## src/hdl/msah_pkg.sv

```systemverilog
package msah_pkg;

  localparam int unsigned XLEN = 64;
  localparam int unsigned HLEN = 32;
  // step counter: counts XLEN division steps, 0 to XLEN - 1
  localparam int unsigned CNT_W = $clog2(XLEN + 1);

  // SPECIAL funct codes
  localparam logic [5:0] F_SLL     = 6'd0;
  localparam logic [5:0] F_SRL     = 6'd2;
  localparam logic [5:0] F_SRA     = 6'd3;
  localparam logic [5:0] F_SLLV    = 6'd4;
  localparam logic [5:0] F_SRLV    = 6'd6;
  localparam logic [5:0] F_SRAV    = 6'd7;
  localparam logic [5:0] F_SYSCALL = 6'd12;
  localparam logic [5:0] F_MFHI    = 6'd16;
  localparam logic [5:0] F_MTHI    = 6'd17;
  localparam logic [5:0] F_MFLO    = 6'd18;
  localparam logic [5:0] F_MTLO    = 6'd19;
  localparam logic [5:0] F_DSLLV   = 6'd20;
  localparam logic [5:0] F_DSRLV   = 6'd22;
  localparam logic [5:0] F_DSRAV   = 6'd23;
  localparam logic [5:0] F_MULT    = 6'd24;
  localparam logic [5:0] F_MULTU   = 6'd25;
  localparam logic [5:0] F_DIV     = 6'd26;
  localparam logic [5:0] F_DIVU    = 6'd27;
  localparam logic [5:0] F_DMULT   = 6'd28;
  localparam logic [5:0] F_DMULTU  = 6'd29;
  localparam logic [5:0] F_DDIV    = 6'd30;
  localparam logic [5:0] F_DDIVU   = 6'd31;
  localparam logic [5:0] F_ADD     = 6'd32;
  localparam logic [5:0] F_ADDU    = 6'd33;
  localparam logic [5:0] F_SUB     = 6'd34;
  localparam logic [5:0] F_SUBU    = 6'd35;
  localparam logic [5:0] F_AND     = 6'd36;
  localparam logic [5:0] F_OR      = 6'd37;
  localparam logic [5:0] F_XOR     = 6'd38;
  localparam logic [5:0] F_NOR     = 6'd39;
  localparam logic [5:0] F_SLT     = 6'd42;
  localparam logic [5:0] F_SLTU    = 6'd43;
  localparam logic [5:0] F_DADD    = 6'd44;
  localparam logic [5:0] F_DADDU   = 6'd45;
  localparam logic [5:0] F_DSUB    = 6'd46;
  localparam logic [5:0] F_DSUBU   = 6'd47;
  localparam logic [5:0] F_TEQ     = 6'd52;
  localparam logic [5:0] F_DSLL    = 6'd56;
  localparam logic [5:0] F_DSRL    = 6'd58;
  localparam logic [5:0] F_DSRA    = 6'd59;
  localparam logic [5:0] F_DSLL32  = 6'd60;
  localparam logic [5:0] F_DSRL32  = 6'd62;
  localparam logic [5:0] F_DSRA32  = 6'd63;

  localparam logic [1:0] TRAP_NONE = 2'd0;
  localparam logic [1:0] TRAP_SYS  = 2'd1;
  localparam logic [1:0] TRAP_TEQ  = 2'd2;

  typedef enum logic [2:0] {
    ST_IDLE, ST_MUL, ST_DIV, ST_FIX, ST_OUT
  } state_e;

  // controller -> datapath
  typedef struct packed {
    logic load;      // capture operands, do ALU and HI/LO move ops
    logic mul_step;  // one partial product
    logic div_step;  // one restoring-division bit
    logic fix;       // sign fix and HI/LO write-back
  } cmd_t;

  // datapath -> controller
  typedef struct packed {
    logic is_mul;
    logic is_div;
    logic last;
  } sts_t;

endpackage

```

## src/hdl/msah_ctrl.sv

```systemverilog
module msah_ctrl (
  input  logic            clk_i,
  input  logic            rst_ni,
  input  logic            in_valid_i,
  output logic            in_ready_o,
  output logic            out_valid_o,
  input  logic            out_ready_i,
  output msah_pkg::cmd_t  cmd_o,
  input  msah_pkg::sts_t  sts_i
);

  msah_pkg::state_e state_q, state_d;

  always_ff @(posedge clk_i or negedge rst_ni) begin
    if (!rst_ni) begin
      state_q <= msah_pkg::ST_IDLE;
    end else begin
      state_q <= state_d;
    end
  end

  always_comb begin
    state_d = state_q;
    case (state_q)
      msah_pkg::ST_IDLE: begin
        if (in_valid_i) begin
          state_d = msah_pkg::ST_OUT;
        end
      end
      msah_pkg::ST_OUT: begin
        if (out_ready_i) begin
          if (sts_i.is_mul) begin
            state_d = msah_pkg::ST_MUL;
          end else if (sts_i.is_div) begin
            state_d = msah_pkg::ST_DIV;
          end else begin
            state_d = msah_pkg::ST_IDLE;
          end
        end
      end
      msah_pkg::ST_MUL: begin
        if (sts_i.last) begin
          state_d = msah_pkg::ST_FIX;
        end
      end
      msah_pkg::ST_DIV: begin
        if (sts_i.last) begin
          state_d = msah_pkg::ST_FIX;
        end
      end
      msah_pkg::ST_FIX: state_d = msah_pkg::ST_IDLE;
      default: state_d = msah_pkg::ST_IDLE;
    endcase
  end

  always_comb begin
    in_ready_o     = 1'b0;
    out_valid_o    = 1'b0;
    cmd_o          = '0;
    case (state_q)
      msah_pkg::ST_IDLE: begin
        in_ready_o = 1'b1;
        cmd_o.load = in_valid_i;
      end
      msah_pkg::ST_OUT: out_valid_o = 1'b1;
      msah_pkg::ST_MUL: cmd_o.mul_step = 1'b1;
      msah_pkg::ST_DIV: cmd_o.div_step = 1'b1;
      msah_pkg::ST_FIX: begin
        cmd_o.fix   = 1'b1;
      end
      default: ;
    endcase
  end

endmodule

```

## config.mk

```make
export PLATFORM = sky130hd
export DESIGN_NAME = msah_ctrl
export DESIGN_NICKNAME = d
export VERILOG_FILES = /design/src/hdl/msah_pkg.sv /design/src/hdl/msah_ctrl.sv
export SDC_FILE = /design/constraint.sdc
export NUM_CORES = 1
export LEC_CHECK = 0
export BUFFER_PORTS_ARGS = -buffer_cell sky130_fd_sc_hd__buf_2
export CAP_MARGIN = 15
export CORE_AREA = 8 8 45 47
export DETAILED_ROUTE_END_ITERATION = 6
export DIE_AREA = 0 0 53 55
export GPL_TIMING_DRIVEN = 1
export REMOVE_ABC_BUFFERS = 1
export SLEW_MARGIN = 10
export SYNTH_ARGS = -nofsm -noshare
export SYNTH_HDL_FRONTEND = slang
export SYNTH_SLANG_ARGS = --single-unit
export TNS_END_PERCENT = 50
```

## constraint.sdc

```tcl
create_clock -name clk_i -period 2.44 [get_ports clk_i]
set_input_delay 0.61 -clock clk_i [delete_from_list [all_inputs] [get_ports clk_i]]
set_output_delay 0.61 -clock clk_i [all_outputs]
set_load 0.005 [all_outputs]
```

* After elaboration in Yosys (flattened, before gate mapping)
Cells that the tools add are included. Widths: inputs -> output; s select.
Word-level totals: bits of input ports 7, bits in registers 3, logic and storage cells 23, output and inout bits 6
Operators by class: equality and inequality tests 7, reductions and logical operators 3, multiplexer cells 12
Operator list (number):
- $mux 3 | 3
- $pmux 3 s3 | 1
- $eq 3x2->1 const B | 2
- $mux 1 | 6
- $mux 2 | 2
- $ne 2x2->1 const B | 2
- $eq 3x1->1 const B | 1
- $eq 3x3->1 const B | 1
- $logic_not 3->1 | 1
- $reduce_and 3->1 | 1
- $ne 2x1->1 const B | 1
- $reduce_or 2->1 | 1

* Longest topological paths before layout
depth in word-level cells 4, depth in mapped cells 4, mapped depth without buffers 3

* Least setup slack after synthesis
Ideal clock, no wire load.
kind register -> output, start point register state_q[1], end point output port cmd_o[3] (netlist bit), data arrival time 0.919 ns, path buffers 1, required time 1.830 ns, cell stages (with the launch flop) 4, slack 0.911 ns, cell sequence dfrtp_1 -> buf_6 -> nor3_1 -> and2_1
RTL lines:
- start, declared | RTL line msah_ctrl.sv:12 | msah_pkg::state_e state_q, state_d;
- start signal, assigned | RTL line msah_ctrl.sv:16 | state_q <= msah_pkg::ST_IDLE;
- start signal, assigned | RTL line msah_ctrl.sv:18 | state_q <= state_d;
- end, declared | RTL line msah_ctrl.sv:8 | output msah_pkg::cmd_t cmd_o,

==> parameters.txt <==
Parameter                              Value

Run status
  Outcome ... completed

Worst setup path
  Biggest fanout along the worst timing path ... 11
  Cells along the critical path ... nor3_1 -> and2_1 -> buf_2
  Worst Path Required ... 1830 ps
  Data arrival, critical path ... 1230 ps
  Critical path endpoint category ... output port
  Critical register-to-register path startpoint ... state_q[1]
  Worst-path cell with the longest stage delay ... sky130_fd_sc_hd__dfrtp_1
  Worst Setup SP ... state_q[1]
  Worst setup SP type ... flip-flop
  Worst-case register-to-register setup slack ... 1200 ps
  Worst setup path category ... flip-flop to output port
  Max incr delay on CP ... 480 ps

Die
  Horiz. Die Dim ... 53 um
  I/O pin cnt ... 13
  FP Rows ... 14
  Core outline area ... 1380 um^2
  Initial Utilization ... 19.2%
  Area of the die ... 2920 um^2
  Vertical die dimension ... 55 um

Clock network
  Post-CTS setup buffers ... 0
  Post-CTS resize count ... 0
  H-tree Lvls ... 1
  Clock transition at the registers of the reported paths ... 40 ps
  Maximum root-to-sink buffer count ... 2
  Root Driver ... sky130_fd_sc_hd__clkbuf_4
  Sinks on Clock Net ... 3
  Cts hold-fix bufs ... 0
  Total CTS buffers ... 3
  Clock latency on the worst-skew pair ... 230 ps
  TritonCTS clock tree ... built

Finish
  Most frequent cells in the layout ... sky130_fd_sc_hd__buf_2 (12), sky130_fd_sc_hd__clkbuf_4 (3), sky130_fd_sc_hd__dfrtp_1 (3)
  Antenna diode count ... 0
  Nets@finish ... 48
  Layout area overhead ... 28.8%
  Registers with the highest flip-flop counts ... state_q: 3 flops
  Reg with most FFs ... state_q
  Share of final-layout standard cells stronger than drive strength 1 ... 47.5%
  Commonest non-fill, non-tap cell in the layout ... sky130_fd_sc_hd__buf_2
  Max reg flops ... 3

STA
  Hold Violations, Final ... 0
  Top achievable clock speed ... 544 MHz
  Transition at the pin with the smallest max-transition slack ... 329 ps
  Post-Route Hold Slack ... 160 ps
  Setup violators final ... 0
  Max transition margin ... 77.8%
  Final worst-path cycle share ... 75.3%
  Unrepaired setup endpoints after global routing ... no
  Worst setup skew after layout ... 1.40 ps
  Final Slew Violations ... 0
  Crit path time final ... 1840 ps
  Sum Neg Setup Slack ... 0 ps

Yosys
  Post-synthesis mux area share ... 7.55%
  Unique masters post-synth ... 19
  Compound-cell area share of the yosys netlist ... 14.2%
  Synthesized cell area ... 265 um^2
  Main combinational cell family by area after synthesis ... simple AND/OR/NAND/NOR gates
  Register bit total from synthesis ... 3
  Per-instance average area after synthesis ... 9.82 um^2
  Post-synthesis xor/xnor area fraction ... 0%
  Sequential cell area fraction in the yosys report ... 28.3%
  Adder and majority gate portion of the synthesized area ... 0%
  Simple logic cell fraction of the synthesized area ... 37.3%
  Cell count after synthesis ... 27
  Total number of yosys warnings ... 0

Power and ir drop
  Total power per unit cell area ... 1250 nW/um^2
  Worst VDD drop ... 0.288 mV
  Reported leakage power ... 0.160 nW
  Total power ... 0.000426 W

Min path
  Hold WC Path Type ... input port to asynchronous set/reset pin

Route
  Routed met2 length ... 245 um
  Post-Route WL ... 616 um
  Mean routed wirelength per cell ... 11.0 um
  Highest Signal Layer ... met4
  Amount of wire on met3 after detailed routing ... 65 um
  Detailed Route Iter0 Violations ... 3
  Met1 wire length ... 286 um
  Number of optimization iterations in the first detailed-route pass ... 4
  Vias post-DR ... 240
  Residual DRC ... 0
  Antenna violation net count after detailed routing ... 0
  Vias per cell ... 4.29

Placement
  Gp weighted congestion ... 0.680
  Count of buffers from port buffering ... 12
  Hpwl dp ... 483 um

Global routing
  First-pass GRT wire length ... 979 um
  Vias in the first global route ... 230
  Antenna violations before repair ... 0
  Pin count of the biggest net entering global routing ... 12
  Global route total overflow ... 0
  Total routing usage reported by global routing ... 5.03%

Run
  Max Cap Violations ... 0
## logic make-up (layout without fill, tap and decap cells)
kind of cell | Yosys count | after routing
simple gates | 14 | 14
mux | 2 | 2
flops | 3 | 3
buf+inv | 4 | 17
compound gates | 4 | 4
## where the power goes
part	switching (W)	internal [W]	total, W
Combinational	0.0000840	0.000121	0.000205
Sequential	0.0000590	0.0000740	0.000133
Clock	0.0000265	0.0000613	0.0000879
## Yosys cell counts
cell type / number / area (um^2)
sky130_fd_sc_hd__nor4b_2: 1 / 15.0
sky130_fd_sc_hd__nand4b_1: 1 / 8.76
sky130_fd_sc_hd__a211oi_1: 1 / 7.51
sky130_fd_sc_hd__mux2i_1: 2 / 20.0
sky130_fd_sc_hd__nor3_1: 2 / 10.0
sky130_fd_sc_hd__dfrtp_1: 3 / 75.1
sky130_fd_sc_hd__and2_2: 1 / 7.51
sky130_fd_sc_hd__nand2b_1: 1 / 6.26
sky130_fd_sc_hd__nor4b_1: 1 / 8.76
sky130_fd_sc_hd__and2_1: 2 / 12.5
sky130_fd_sc_hd__nor2_1: 2 / 7.51
sky130_fd_sc_hd__buf_6: 2 / 22.5
sky130_fd_sc_hd__and3b_2: 1 / 10.0
sky130_fd_sc_hd__buf_4: 1 / 7.51
sky130_fd_sc_hd__nand3_1: 1 / 5.00
sky130_fd_sc_hd__nor3b_1: 1 / 7.51
sky130_fd_sc_hd__a211oi_2: 1 / 12.5
sky130_fd_sc_hd__a2bb2oi_1: 2 / 17.5
sky130_fd_sc_hd__inv_1: 1 / 3.75
## stage by stage
stage	setup slack [ps]	area, um^2	instances	util, %
finish	602	342	56	24.7
global route	532	342	56	24.7
CTS	586	342	56	24.7
detailed placement	845	315	52	22.8
global placement	839	315	52	22.8
floorplan	939	235	24	-
## critical path, delay by kind of cell, from the launching register on
kind                   cells  cell delay, ps
buffers and inverters      1             110
AND/OR/NAND/NOR            2             400
flip-flops                 1             480
## per-layer routing
layer	GRT usage, %	vias to the layer above
met1	6.23	102
met5	0	-
met3	2.41	2
li1	-	124
met4	6.47	0
met2	5.27	12
## path summary, 6_finish.rpt
| check | end | depth (start not counted) |
|---|---|---|
| max | cmd_o[3] | 3 |
| min | state_q[2] | 1 |
| max reg2reg | state_q[1] | 3 |
| min reg2reg | state_q[2] | 1 |
| max in group asynchronous | state_q[1] | 1 |
| min in group clk_i | state_q[2] | 1 |
## final cells by class
class / count / area (um^2)
clock buffers: 4 / 26.3
multi-input cells: 20 / 156
inverters: 1 / 3.75
fillers: 155 / 1040
flip-flops and latches: 3 / 75.1
repair buffers: 12 / 60.1
well taps: 16 / 20.0
Power figures use the tool's default switching activity.
